File: src/rtl/vps_pkg.sv
// Shared types, constants and saturating arithmetic for the vorticity predictor stencil.
package vps_pkg;

  // Q23.40 word and register formats.
  localparam int WORD_W     = 64;
  localparam int FRAC_W     = 40;
  localparam int CFG_W      = 63;
  localparam int CFG_IDX_W  = 3;

  // Number of register stages from input transfer to output register.
  localparam int PIPE_DEPTH = 32;
  localparam int CNT_W      = $clog2(PIPE_DEPTH + 1);

  typedef logic signed [WORD_W-1:0] word_t;
  typedef logic [CFG_W-1:0]         cfg_word_t;

  // Configuration register indexes.
  typedef enum logic [CFG_IDX_W-1:0] {
    REG_TIME_STEP    = 3'd0,
    REG_INV_REYNOLDS = 3'd1,
    REG_INV_DX       = 3'd2,
    REG_INV_DY       = 3'd3,
    REG_DAMPING      = 3'd4,
    REG_RHS_SCALE    = 3'd5
  } cfg_reg_t;

  // Register values after reset.
  localparam cfg_word_t RST_TIME_STEP    = 63'd1099511628;
  localparam cfg_word_t RST_INV_REYNOLDS = 63'd10995116;
  localparam cfg_word_t RST_INV_DX       = 63'd21990232555520;
  localparam cfg_word_t RST_INV_DY       = 63'd21990232555520;
  localparam cfg_word_t RST_DAMPING      = 63'd219902325555;
  localparam cfg_word_t RST_RHS_SCALE    = 63'd687194767;

  localparam word_t S64_MAX = 64'sh7FFF_FFFF_FFFF_FFFF;
  localparam word_t S64_MIN = 64'sh8000_0000_0000_0000;

  // Saturating sum.
  function automatic word_t s_add(input word_t a, input word_t b);
    logic [WORD_W:0] sum;
    sum = {a[WORD_W-1], a} + {b[WORD_W-1], b};
    if (sum[WORD_W] != sum[WORD_W-1]) begin
      return sum[WORD_W] ? S64_MIN : S64_MAX;
    end
    return word_t'(sum[WORD_W-1:0]);
  endfunction

  // Saturating difference.
  function automatic word_t s_sub(input word_t a, input word_t b);
    logic [WORD_W:0] dif;
    dif = {a[WORD_W-1], a} - {b[WORD_W-1], b};
    if (dif[WORD_W] != dif[WORD_W-1]) begin
      return dif[WORD_W] ? S64_MIN : S64_MAX;
    end
    return word_t'(dif[WORD_W-1:0]);
  endfunction

  // Saturating negation: only the most negative value clips.
  function automatic word_t s_neg(input word_t a);
    if (a == S64_MIN) begin
      return S64_MAX;
    end
    return -a;
  endfunction

  function automatic word_t s_abs(input word_t a);
    return a[WORD_W-1] ? s_neg(a) : a;
  endfunction

  // Saturating product with a small constant integer.
  function automatic word_t s_mulk(input word_t a, input logic [3:0] k);
    logic signed [WORD_W+4:0] prd;
    prd = a * $signed({1'b0, k});
    if (prd[WORD_W+4:WORD_W-1] != {6{prd[WORD_W-1]}}) begin
      return prd[WORD_W+4] ? S64_MIN : S64_MAX;
    end
    return word_t'(prd[WORD_W-1:0]);
  endfunction

endpackage

File: src/rtl/vps_div12.sv
// Six-stage pipelined signed division by twelve, rounding toward zero.
module vps_div12 (
  input  logic           clk,
  input  logic [5:0]     ce,
  input  vps_pkg::word_t x,
  output vps_pkg::word_t q
);
  import vps_pkg::*;

  localparam int         CHUNK_W    = 16;
  localparam int         NUM_CHUNKS = WORD_W / CHUNK_W;
  localparam logic [19:0] RECIP3    = 20'd349526;

  logic [WORD_W-1:0] w_r   [0:NUM_CHUNKS];
  logic [WORD_W-1:0] quo_r [0:NUM_CHUNKS];
  logic [1:0]        rem_r [0:NUM_CHUNKS];
  logic              neg_r [0:NUM_CHUNKS];
  logic [WORD_W-1:0] mag;
  word_t             q_r;

  // Magnitude divided by four; the rest is a division by three.
  assign mag = x[WORD_W-1] ? (~x + 64'd1) : x;

  always_ff @(posedge clk) begin
    if (ce[0]) begin
      w_r[0]   <= {2'b00, mag[WORD_W-1:2]};
      quo_r[0] <= '0;
      rem_r[0] <= '0;
      neg_r[0] <= x[WORD_W-1];
    end
  end

  // Long division by three, one 16-bit digit per stage from the top.
  for (genvar k = 1; k <= NUM_CHUNKS; k++) begin : g_chunk
    logic [CHUNK_W+1:0]  val;
    logic [CHUNK_W+21:0] prd;
    logic [CHUNK_W-1:0]  qd;
    logic [1:0]          rm;
    logic [WORD_W-1:0]   quo_nxt;

    always_comb begin
      val     = {rem_r[k-1], w_r[k-1][WORD_W-1-CHUNK_W*(k-1) -: CHUNK_W]};
      prd     = val * RECIP3;
      qd      = prd[CHUNK_W+19:20];
      rm      = 2'(val - 18'(qd) * 18'd3);
      quo_nxt = quo_r[k-1];
      quo_nxt[WORD_W-1-CHUNK_W*(k-1) -: CHUNK_W] = qd;
    end

    always_ff @(posedge clk) begin
      if (ce[k]) begin
        w_r[k]   <= w_r[k-1];
        quo_r[k] <= quo_nxt;
        rem_r[k] <= rm;
        neg_r[k] <= neg_r[k-1];
      end
    end
  end

  // Restore the sign of the dividend.
  always_ff @(posedge clk) begin
    if (ce[NUM_CHUNKS+1]) begin
      q_r <= neg_r[NUM_CHUNKS] ? word_t'(~quo_r[NUM_CHUNKS] + 64'd1)
                               : word_t'(quo_r[NUM_CHUNKS]);
    end
  end

  assign q = q_r;

endmodule

File: config.mk
export PLATFORM = sky130hd
export DESIGN_NAME = vps_div12
export DESIGN_NICKNAME = d
export VERILOG_FILES = /design/src/rtl/vps_pkg.sv /design/src/rtl/vps_div12.sv
export SDC_FILE = /design/constraint.sdc
export NUM_CORES = 2
export LEC_CHECK = 0
export ABC_AREA = 1
export ABC_CLOCK_PERIOD_IN_PS = 7050
export BUFFER_PORTS_ARGS = -buffer_cell sky130_fd_sc_hd__buf_2
export CAP_MARGIN = 10
export CELL_PAD_IN_SITES_DETAIL_PLACEMENT = 1
export CELL_PAD_IN_SITES_GLOBAL_PLACEMENT = 1
export CORE_MARGIN = 10
export CORE_UTILIZATION = 45
export DETAILED_ROUTE_END_ITERATION = 8
export GPL_ROUTABILITY_DRIVEN = 0
export GPL_TIMING_DRIVEN = 0
export HOLD_SLACK_MARGIN = 0.15
export PLACE_DENSITY_LB_ADDON = 0.25
export SLEW_MARGIN = 25
export SYNTH_ARGS = -nofsm -noshare
export SYNTH_HDL_FRONTEND = slang
export SYNTH_SLANG_ARGS = --single-unit
File: constraint.sdc
create_clock -name clk -period 7.05 [get_ports clk]
set_input_delay 1.41 -clock clk [delete_from_list [all_inputs] [get_ports clk]]
set_output_delay 1.41 -clock clk [all_outputs]
set_load 0.01 [all_outputs]
# After elaboration in Yosys (flattened, before gate mapping)
# Memory sizes are Yosys's and may differ from the RTL's.
# Cells that the tools add are included.
[op_classes] n_addsub=6 n_mul=8 mux=12 n_bitwise=2
[op_table] operator="$mul 18x18->35 const B" n=4
[op_table] operator="$add 64x1->64 const B" n=2
[op_table] operator="$mux 64" n=2
[op_table] operator="$not 64->64" n=2
[op_table] operator="$mul 16x2->2 const B" n=4
[op_table] operator="$mux 1" n=10
[op_table] operator="$sub 2x2->2" n=4
[totals] register_bits=64 mem_bits_rw=655 inputBits=71 out_inout_bits=64 mem_count=4
[memory_table] name="quo_r" words=5 width=64 rd=5 rd_clocked_by_memory_dff=0 write_ports=5 line_no="vps_div12.sv:15" source="logic [WORD_W-1:0] quo_r [0:NUM_CHUNKS];"
[memory_table] name="w_r" words=5 width=64 rd=4 rd_clocked_by_memory_dff=0 write_ports=5 line_no="vps_div12.sv:14" source="logic [WORD_W-1:0] w_r [0:NUM_CHUNKS];"
[memory_table] name="rem_r" words=5 width=2 rd=4 rd_clocked_by_memory_dff=0 write_ports=5 line_no="vps_div12.sv:16" source="logic [1:0] rem_r [0:NUM_CHUNKS];"
[memory_table] name="neg_r" words=5 width=1 rd=5 rd_clocked_by_memory_dff=0 write_ports=5 line_no="vps_div12.sv:17" source="logic neg_r [0:NUM_CHUNKS];"

# Depth between registers and ports, before layout
# An unclocked memory read counts as a cell.
[depth] word_depth=4 ltp_mapped=29 ltp_nobuf=29

# Worst setup path before layout
# Ideal clock, no wire load.
[synth_path] path_kind="register to register" start="memory w_r[0][49]" end="memory rem_r[1][1] (netlist: rem_r[0][3]), data pin" t_arrival_ns=5.668 setup_slack_ns=1.130 stages_incl_launch_ff=27 path_buffers=0 period_less_slack_ns=5.920 cell_sequence="edfxtp_1 -> ha_1 -> inv_1 -> fa_1 -> fa_1 -> fa_1 -> inv_1 -> fa_1 -> fa_1 -> ha_1 -> nand2_1 -> inv_1 -> a21oi_1 -> a21boi_0 -> nand2_1 -> nand2_1 -> nand2_1 -> ha_1 -> inv_1 -> ha_1 -> nor2_1 -> xor2_1 -> inv_1 -> nand2_1 -> nand2_1 -> nand2_1 -> nand2_1"
[synth_lines] item="start: declaration" line_no="vps_div12.sv:14"
[synth_lines] item="end: declaration" line_no="vps_div12.sv:16"

==> run summary <==
Outcome: finished clean
Total CTS buffers: 45
Crit path max fanout: 6
Cell taking the most area after synthesis: edfxtp_1
Hpwl dp: 94.2 mm
Vias: 28509
Slack of the worst reg-to-reg path: 0.47 ns
Post-synthesis adder-cell area fraction: 39.1%
Max stage delay cell, worst path: fa_1
Clock Pin Slew Worst Setup and Hold Paths: 0.08 ns
CP arrival: 6.98 ns
I/O pin cnt: 135
Initial Utilization: 45.4%
Slew Limit Fails: 0
Routed wire per std cell: 19.2 um
CP bufs+invs: 7
Sequential cell area: 0.0117 mm2
Post-cts resize count: 0
Hold_buf cts: 0
Setup TNS: 0 ns
Initial antenna violation count: 3
Setup bufs post-CTS: 0
Vias in the first global route: 31933
FP Rows: 109
Avg Inst Size Synth: 9.48 um2
Top cell type's share of synthesized area: 29.1%
First-pass GRT wire length: 175 mm
Mapped Cells: 4233
Unrepaired setup endpoints after global routing: no
Fin nets: 5507
Sequential area share after synthesis: 29.1%
Crit path from: w_r[0][54]$_DFFE_PP_
Worst slew pin tran: 0.874 ns
Layout cells sized above 1: 5.54%
Maxcap violations: 0
Final setup viols: 0
Longest Clk Path Bufs: 3
Main combinational cell family by area after synthesis: adder cells
Worst Skew: 0.0446 ns
Core area: 0.0884 mm2
Post-DRT Antenna Nets: 0
Clk_lat worst skew: 0.64 ns
First-pass iteration count of the detailed router: 7
Hold wc startpoint: w_r[0][69]$_DFFE_PP_
Xor/xnor share of the synthesized area: 3.64%
Post-synthesis simple-gate area fraction: 12.3%
Filler Cell Count: 10188
Clock Sinks: 389
Fmax: 0.152 GHz
Largest cells by area after synthesis: edfxtp_1 29%, fa_1 20%, ha_1 19%
Most used cell, CP: nand2_1
Worst Hold Class: flip-flop to flip-flop
DIE WIDTH: 319 um
DRC violations left: 0
CTS HTree Levels: 2
WL final: 108 mm
Top-count cell post-synth: inv_1
Crit-path max cell delay: 0.57 ns
CP endpoint kind: flip-flop
FF+latch count, synth: 389
Worst Path Required: 7.45 ns
Crit share post-route: 93.3%
GRT Overall Usage: 21.5%
Top delay family on crit path: adder cells
Initial DRC count: 1284
Slew headroom: 41.7%
Cell Area, Synth: 0.0401 mm2
Post-synth EDFFs: 389
Setup crit start kind: flip-flop
Top cells by count, synth: 1133 x inv_1, 614 x ha_1, 577 x nand2_1
Syn_nets: 5319
Compound-Gate Fraction of Synth Area: 5.04%
Multi-input logic area: 0.0241 mm2
Via/cell ratio: 5.07
Async SR Flop Fraction: 0%
Synth cell types: 46
Die Height: 319 um
Final hold vios: 0
Synth Flop Type: edfxtp_1
Min cycle time layout: 6.58 ns
Yosys warns: 0
Post-synthesis mux area share: 0%
Setup CP Type: flip-flop to flip-flop
CTS tree: yes
Reg2reg start: w_r[0][54]$_DFFE_PP_
GR Overflow Total: 0
PortBufs: 134
ANT cells: 0
Root buf cell: clkbuf_16
Die area: 0.102 mm2
Area grow syn2layout: 9.42%
Largest net degree at the start of global routing: 67
==> metal layers <==
layer,vias up,wire length (um),track usage (%)
met2,503,52600,37.6
met4,0,2530,5.03
met3,147,3550,2.34
met5,-,0,0
met1,14108,49300,28.1
li1,13751,-,-
==> placed cells by master, fill, tap and decap left out, types with 6 or more instances in the layout <==
master | netlist | layout
a21boi_0 | 14 | 14
a21o_1 | 21 | 21
a21oi_1 | 143 | 143
a31oi_1 | 13 | 13
buf_2 | 3 | 131
buf_4 | 0 | 11
bufinv_16 | 0 | 6
clkbuf_1 | 11 | 17
clkbuf_16 | 0 | 45
clkinv_1 | 1 | 11
edfxtp_1 | 389 | 389
fa_1 | 401 | 401
ha_1 | 614 | 614
inv_1 | 1133 | 1133
nand2_1 | 577 | 577
nand3_1 | 134 | 134
nand3b_1 | 7 | 7
nand4_1 | 50 | 50
nor2_1 | 300 | 300
nor2_2 | 6 | 6
nor2_4 | 7 | 7
nor3_1 | 41 | 41
nor4_1 | 12 | 12
o211ai_1 | 10 | 10
o21ai_0 | 113 | 113
o21bai_1 | 24 | 24
xnor2_1 | 44 | 44
xor2_1 | 121 | 121
==> path summary, 6_finish.rpt <==
path | to | cells past startpoint
max | rem_r[0][3]$_DFFE_PP_ | 28
min reg2reg | w_r[0][133]$_DFFE_PP_ | 0
max reg2reg | rem_r[0][3]$_DFFE_PP_ | 28
min | w_r[0][133]$_DFFE_PP_ | 0
==> cells by family (layout without fill, tap and decap cells) <==
group	after synthesis	in the layout
adder cells (fa/ha/maj)	1015	1015
AND/OR/NAND/NOR	1157	1157
AO/OA/AOI/OAI	356	356
flip-flops	389	389
buffers and inverters	1150	1374
XOR/XNOR	166	166
==> through the flow <==
stage | instances | instance area [um2] | util [%] | hold WS, ns | worst slack [ns]
CTS | 5617 | 43900 | 49.6 | 0.406 | 0.297
global placement | 5532 | 42300 | 47.8 | 0.401 | 0.392
floorplan | 4233 | 40100 | - | 0.400 | 1.13
finish | 5622 | 43900 | 49.7 | 0.403 | 0.470
global route | 5622 | 43900 | 49.7 | 0.420 | 0.111
detailed placement | 5534 | 42300 | 47.9 | 0.405 | 0.288
==> layout make-up <==
type | instances | share of cell area [%]
Sequential cell | 389 | 26.6
Inverter | 1135 | 9.70
Timing Repair Buffer | 141 | 1.77
Clock buffer | 51 | 2.62
Multi-Input combinational cell | 2694 | 55.0
Buffer | 15 | 0.137
Tap cell | 1165 | 3.32
Clock inverter | 32 | 0.900
==> state kept, by name, summed over array words and instances, names as in the netlist <==
register  count
neg_r         5
q            64
quo_r       156
rem_r         6
w_r         158
Power is left out: the tool's default activity adds up to more than one toggle a clock period on the data nets, which glitch-free logic cannot reach.
